==> config.mk <==
export PLATFORM = sky130hd
export DESIGN_NAME = ppr_angle
export DESIGN_NICKNAME = d
export VERILOG_FILES = /design/src/ppr_pkg.sv /design/src/ppr_angle.sv
export SDC_FILE = /design/constraint.sdc
export NUM_CORES = 1
export LEC_CHECK = 0
export ABC_AREA = 1
export ABC_CLOCK_PERIOD_IN_PS = 6600
export BUFFER_PORTS_ARGS = -buffer_cell sky130_fd_sc_hd__buf_4
export CORE_MARGIN = 5
export CORE_UTILIZATION = 60
export CTS_CLUSTER_SIZE = 24
export DETAILED_ROUTE_END_ITERATION = 7
export GPL_ROUTABILITY_DRIVEN = 1
export GPL_TIMING_DRIVEN = 0
export PLACE_DENSITY = 0.79
export SETUP_SLACK_MARGIN = 0.05
export SYNTH_ARGS = -nofsm -noshare
export SYNTH_HDL_FRONTEND = slang
export SYNTH_SLANG_ARGS = --single-unit
==> constraint.sdc <==
create_clock -name clk -period 6.6 [get_ports clk]
set_clock_uncertainty 0.2 [all_clocks]
set_input_delay 0.99 -clock clk [delete_from_list [all_inputs] [get_ports clk]]
set_output_delay 0.99 -clock clk [all_outputs]
set_load 0.03 [all_outputs]
==> src/ppr_pkg.sv <==
// ----------------------------------------------------------------------------
// ppr_pkg
// Shared constants, tables and types of the point plane rotator: angle
// reduction constants, CORDIC arctangent table and the point record.
// ----------------------------------------------------------------------------
package ppr_pkg;

  localparam int CORDIC_STAGES = 16;
  localparam int ITERS         = (CORDIC_STAGES < 30) ? CORDIC_STAGES : 30;

  localparam int CW = 33;
  localparam logic signed [CW-1:0] GAIN_INIT = 33'sd652032874;

  localparam logic signed [17:0] DEG360  = 18'sd46080;
  localparam logic signed [17:0] DEG720  = 18'sd92160;
  localparam logic [16:0]        RECIP_I = 17'd93206;
  localparam logic [26:0]        RECIP_F = 27'd101408978;
  localparam int                 RECIP_SH = 27;

  localparam logic [29:0] ATAN_TAB [30] = '{
    30'd536870912, 30'd316933406, 30'd167458907, 30'd85004756, 30'd42667331,
    30'd21354465,  30'd10679838,  30'd5340245,   30'd2670163,  30'd1335087,
    30'd667544,    30'd333772,    30'd166886,    30'd83443,    30'd41722,
    30'd20861,     30'd10430,     30'd5215,      30'd2608,     30'd1304,
    30'd652,       30'd326,       30'd163,       30'd81,       30'd41,
    30'd20,        30'd10,        30'd5,         30'd3,        30'd1
  };

  typedef struct packed {
    logic               func;
    logic signed [31:0] x;
    logic signed [31:0] y;
    logic signed [31:0] z;
  } point_t;

endpackage

==> src/ppr_angle.sv <==
// ----------------------------------------------------------------------------
// ppr_angle
// Four-stage angle front end: reduce degrees modulo 360, scale to a 32-bit
// binary angle by reciprocal multiplication, fold into [-90, +90] degrees.
// ----------------------------------------------------------------------------
module ppr_angle (
  input  logic                clk,
  input  logic                rst,
  input  logic                en,
  input  logic                in_valid,
  input  logic signed [16:0]  angle_deg,
  input  ppr_pkg::point_t     in_pt,
  output logic                out_valid,
  output logic signed [31:0]  t_out,
  output logic                neg_out,
  output ppr_pkg::point_t     out_pt
);

  logic                vld_a, vld_b, vld_c;
  logic [15:0]         a;
  logic [31:0]         p_int;
  logic [42:0]         p_frac;
  logic [31:0]         t_raw;
  ppr_pkg::point_t     pt_a, pt_b, pt_c;

  logic signed [17:0]  deg_ext;
  logic signed [17:0]  a_next;
  logic signed [32:0]  t_ext;
  logic signed [32:0]  t_next;
  logic                neg_next;

  always_comb begin
    deg_ext = 18'(angle_deg);
    if (deg_ext < -ppr_pkg::DEG360) begin
      a_next = deg_ext + ppr_pkg::DEG720;
    end else if (deg_ext < 18'sd0) begin
      a_next = deg_ext + ppr_pkg::DEG360;
    end else if (deg_ext >= ppr_pkg::DEG360) begin
      a_next = deg_ext - ppr_pkg::DEG360;
    end else begin
      a_next = deg_ext;
    end
  end

  always_comb begin
    t_ext    = 33'($signed(t_raw));
    neg_next = 1'b0;
    t_next   = t_ext;
    if (t_ext > 33'sd1073741824) begin
      t_next   = t_ext - 33'sd2147483648;
      neg_next = 1'b1;
    end else if (t_ext < -33'sd1073741824) begin
      t_next   = t_ext + 33'sd2147483648;
      neg_next = 1'b1;
    end
  end

  always_ff @(posedge clk) begin
    if (rst) begin
      vld_a     <= 1'b0;
      vld_b     <= 1'b0;
      vld_c     <= 1'b0;
      out_valid <= 1'b0;
    end else if (en) begin
      vld_a     <= in_valid;
      vld_b     <= vld_a;
      vld_c     <= vld_b;
      out_valid <= vld_c;
    end
  end

  always_ff @(posedge clk) begin
    if (en) begin
      a       <= a_next[15:0];
      pt_a    <= in_pt;
      p_int   <= 32'(a * ppr_pkg::RECIP_I);
      p_frac  <= 43'(a * ppr_pkg::RECIP_F);
      pt_b    <= pt_a;
      t_raw   <= p_int + 32'(p_frac >> ppr_pkg::RECIP_SH);
      pt_c    <= pt_b;
      t_out   <= t_next[31:0];
      neg_out <= neg_next;
      out_pt  <= pt_c;
    end
  end

endmodule

==> results of run 1 <==
worst max-delay path: stages, from the launching register on:
cell      delay, ns
edfxtp_1       0.67
ha_1           0.59
inv_1          0.22
fa_1           0.57
inv_1          0.05
fa_1           0.51
inv_1          0.06
fa_1           0.54
inv_1          0.06
fa_1           0.50
fa_1           0.56
ha_1           0.43
nand2_1        0.12
nor2_1         0.22
nand2_1        0.13
nor3_1         0.17
o21ai_0        0.17
nand4_1        0.12
nand2_1        0.11
synthesized netlist by cell type, types with 12 or more instances:
cell type	instances
edfxtp_1	516
xnor2_1	12
fa_1	170
xor2_1	34
o21ai_0	41
nor3_1	14
inv_1	464
o21bai_1	16
ha_1	291
nand2_1	400
nand3_1	75
nor2_1	131
nand4_1	19
a21oi_1	94
registers in the layout (all words and copies together), names as in the netlist:
signal     flops
pt_b          97
t_raw         32
a             16
neg_out        1
out_pt        97
vld_a          1
out_valid      1
pt_a          97
p_int         30
vld_c          1
vld_b          1
t_out         32
p_frac        17
pt_c          97
per-layer routing:
layer  vias up  routed length, µm
li1       8433                  -
met1      8524              26800
met2       552              31000
met3       116               4280
met4         0               1940
met5         -                  0
stage by stage:
| stage | util | worst slack (ns) |
|---|---|---|
| 3_5_place_dp | 0.661 | 0.362 |
| 4_1_cts | 0.696 | 0.309 |
| 3_3_place_gp | 0.659 | 0.226 |
| 2_1_floorplan | - | 1.31 |
| 6_report | 0.697 | 0.336 |
| 5_1_grt | 0.697 | 0.0751 |
cells by family after synthesis:
logic type,count (synthesis),share of synthesized area
XOR/XNOR,46,0.0141
buffers and inverters,470,0.0617
adder cells (fa/ha/maj),461,0.246
AND/OR/NAND/NOR,681,0.0998
flip-flops,520,0.544
AO/OA/AOI/OAI,177,0.0345
cell type report:
class                      count  area (µm²)  area share
timing repair buffer         255        1980      0.0600
clock buffer                  65        1350      0.0408
buffer                         1        5.00    0.000151
multi-input combinational   1365       11300       0.342
sequential                   520       15600       0.471
tap                          615         769      0.0233
clock inverter                25         318     0.00962
inverter                     469        1760      0.0533
how the worst max path moves through the flow:
stage | start | end | slack (ns) | cells after the start
3_3_place_gp | en | out_valid | 0.23 | 4
6_report | a[12] | p_frac[31] | 0.34 | 18
5_1_grt | a[12] | p_frac[41] | 0.08 | 19
4_1_cts | a[15] | p_frac[33] | 0.31 | 20
2_1_floorplan | a[15] | p_frac[42] | 1.31 | 21
3_5_place_dp | a[15] | p_frac[33] | 0.36 | 20
==> metrics.cfg, run 1 <==
[clocking]
htreeDepth = 2
cts_root_buffer = clkbuf_16
postCtsSetupRepairBufs = 0
cts_sinks = 520
cts_resized = 0
cts_tree = yes
cts-buffers-inserted = 50
worstSkewPairLatency_ns = 0.58
clkTransAtPathRegs_ns = 0.06
cts_buffer_depth = 3
ctsHoldBuffers = 0

[global_route]
grt_pass1_vias = 18300
grt_util_met3 = 0.0484
grtUsageMet1 = 0.330
grt_first_pass_wirelength_mm = 101
grt_use_met2 = 0.422
grt_max_degree = 143
busiest_layer = met2
overflow = 0
globalRouteTotalUtil = 0.248
antenna_found_initial = 0

[timing]
finalCritPeriodShare = 0.949
fmax_mhz = 160
finalSetupTns_ns = 0
tightest_slew_ns = 1.02
slew_headroom = 0.317
whs_ns = 0.213
hold_viol = 0
rsz0062_at_grt = false
maxSlewViolCount = 0
finalSetupViolations = 0
finalCriticalPeriod_ns = 6.26

[synthesis]
synth_nets = 2934
synth_cells = 2355
yosysUniqueCellTypes = 40
avgSynthCellArea_um2 = 12.2
yosys.area.top_type = edfxtp_1
ys_seq_area_frac = 0.544
synth_top_area_frac = 0.541
synthTopCellsByArea = edfxtp_1 (54%), ha_1 (13%), fa_1 (12%), inv_1 (6.1%), nand2_1 (5.2%)
synth_edf_count = 516
synthArstFlopShare = 0
synth_flop_cell = edfxtp_1
yosys_warnings = 0
syn_area_um2 = 28600
ys_ff_latch = 520

[hold_path]
worstHoldPathType = reg -> reg
min_delay_path_depth = 0
min-delay-start = pt_c[35]
hold_end = out_pt[35]

[detailed_routing]
drt_iter0_markers = 1195
drc = 0
detail_route.first_pass.iterations = 5
ant_nets = 0
wl_mm = 64.0
avgRoutedWirePerCell_um = 19.3
vias = 17600
via_per_inst = 5.32

[die]
pin_count = 249
die_h_um = 228
coreArea_um2 = 47400
die_area_um2 = 52200
row_count = 80
die_w_um = 228
start_util = 0.604

[placed_design]
gp_congestion = 0.954
portBuffers = 247
placed_area_um2 = 31300
placedCellCount = 3220
place_hpwl_mm = 49.7

[layout]
nNetsFinal = 3241
n_antenna_cell = 0
design_area_um2 = 33100
final_cell_mix = edfxtp_1 (516), inv_1 (464), nand2_1 (400)
drive_gt1_frac = 0.134
final_common_cell = edfxtp_1
area_growth_pct = 15.4
n_fill_cell = 3342
fin_cells = 3315

[worst_setup_path]
critPathLaunchType = flop
reg2reg_slack_ns = 0.34
rr_endpoint = p_frac[31]
crit_fanout = 9
crit_type = reg -> reg
r2r_cells = 18
crit_required_ns = 6.72
r2r-start = a[12]
cp.arrival_ns = 6.38
cp-end-kind = flop

[run]
maxCapViolCount = 0

[run_status]
status = complete, no violations

Power of run 1 is left out: the tool's default activity adds up to more than one toggle a clock period on the data nets, which glitch-free logic cannot reach.
==> run 2, diff against run 1 <==
Settings changed: CORE_MARGIN 5 to 2.
==> run 2 against run 1 <==
First-iteration DRC count increased by 2.3%. Sequential cell count unchanged. Die area decreased by 5.2%. Core utilization increased by 0.098 points. Clock-buffer cell count decreased by 5. Sequential share of layout area decreased by 0.066 points. Register-to-register slack improved by 0.08 ns.
==> metrics.cfg, run 2 (synthesized netlist as in run 1, its figures left out) <==
[placed_design]
portBuffers = 247  ; unchanged
place_hpwl_mm = 49.3  ; -0.69%
placedCellCount = 3221  ; +0.031%
gp_congestion = 0.967  ; +1.3%

[worst_setup_path]
crit_required_ns = 6.70  ; -0.02 ns
crit_chain = ha_1 > inv_1 > fa_1 > fa_1 > inv_1 > fa_1 > fa_1 > inv_1 > fa_1 > inv_1 > ha_1 > nand2_1 > nor2_1 > nand2_1 > nor2_1 > nand4_1 > nand4_1 > nand2_1
max_stage_delay_ns = 0.79  ; +0.12 ns
crit_fanout = 9  ; unchanged
cp-end-kind = flop
reg2reg_slack_ns = 0.42  ; +0.08 ns
cp.arrival_ns = 6.29  ; -0.09 ns
critPathLaunchType = flop
slowest_stage = edfxtp_1
crit_top_cell = fa_1
crit_type = reg -> reg

[detailed_routing]
avgRoutedWirePerCell_um = 19.2  ; -0.66%
highest_layer = met4
routed-wl-met2_mm = 31.1  ; +0.49%
wl_met3_mm = 3.84  ; -10%
drc = 0  ; unchanged
vias = 17500  ; -0.49%
detail_route.first_pass.iterations = 6  ; +1
wl_mm = 63.7  ; -0.39%
ant_nets = 0  ; unchanged
drt_iter0_markers = 1222  ; +2.3%
via_per_inst = 5.28  ; -0.76%
wl_met1_mm = 27.0  ; +0.87%

[timing]
fmax_mhz = 162  ; +1.3%
maxSlewViolCount = 0  ; unchanged
finalCritPeriodShare = 0.937  ; -0.0121
finalSetupViolations = 0  ; unchanged
slew_headroom = 0.422  ; +0.105
finalCriticalPeriod_ns = 6.18  ; -0.0799 ns
rsz0062_at_grt = false
finalSetupTns_ns = 0  ; unchanged
whs_ns = 0.208  ; -0.00427 ns
hold_viol = 0  ; unchanged
tightest_slew_ns = 0.868  ; -0.157 ns

[global_route]
grt_max_degree = 138  ; -3.5%
grt_pass1_vias = 18100  ; -1.3%
globalRouteTotalUtil = 0.263  ; +0.0156
grt_first_pass_wirelength_mm = 98.7  ; -2.7%
overflow = 0  ; unchanged
antenna_found_initial = 0  ; unchanged

[clocking]
cts_tree = yes
worstSkewPairLatency_ns = 0.59  ; about the same
cts_resized = 0  ; unchanged
cts-buffers-inserted = 51  ; +2.0%
cts_sinks = 520  ; unchanged
clkTransAtPathRegs_ns = 0.06  ; about the same
ctsHoldBuffers = 0  ; unchanged
cts_buffer_depth = 3  ; unchanged
cts_root_buffer = clkbuf_16
postCtsSetupRepairBufs = 0  ; unchanged
htreeDepth = 2  ; unchanged

[die]
die_w_um = 222  ; -2.6%
coreArea_um2 = 47400  ; unchanged
row_count = 80  ; unchanged
pin_count = 249  ; unchanged
die_area_um2 = 49500  ; -5.2%
die_h_um = 222  ; -2.6%
start_util = 0.604  ; unchanged

[layout]
final_cell_mix = edfxtp_1 (516), inv_1 (464), nand2_1 (400)
nNetsFinal = 3249  ; +0.25%
n_antenna_cell = 0  ; unchanged
final_common_cell = edfxtp_1
fin_cells = 3324  ; +0.27%
area_growth_pct = 15.6
drive_gt1_frac = 0.136  ; +0.00214

[run]
maxCapViolCount = 0  ; unchanged

[hold_path]
worstHoldPathType = reg -> reg

[run_status]
status = complete, no violations

==> run 2: through the flow <==
stage / worst slack, ns / cell area, µm² / utilization
floorplan: 1.31 / 28600 / -
global placement: 0.282 / 31300 / 0.659
detailed placement: 0.293 / 31400 / 0.661
CTS: 0.283 / 33000 / 0.696
global route: 0.0805 / 33100 / 0.698
finish: 0.416 / 33100 / 0.698
==> run 2: area by class of cell <==
type	count	area [µm²]
plain buffers	1	5.00
clock inverters	32	329
well taps	615	769
fillers	3309	14300
flip-flops and latches	520	15600
repair buffers	262	2050
inverters	469	1760
multi-input cells	1365	11300
clock buffers	60	1310
==> run 2: final timing paths <==
kind                  from    endpoint  cells past startpoint
setup / recovery     a[12]  p_frac[39]                     18
hold reg to reg   pt_b[20]    pt_c[20]                      0
hold / removal    pt_b[20]    pt_c[20]                      0
setup reg to reg     a[12]  p_frac[39]                     18
==> run 2: per-layer routing <==
metal / track usage / up-vias
li1: - / 8458
met1: 0.349 / 8518
met2: 0.447 / 462
met3: 0.0480 / 100
met4: 0.0810 / 0
met5: 0 / -
==> run 2: worst max-delay path: cells and delay by family, from the launching register on <==
kind	cells	cell delay (ns)
simple gates	7	0.96
flops	1	0.79
fa+ha+maj	7	3.50
buf+inv	4	0.43
Power of run 2 is left out for the same reason.
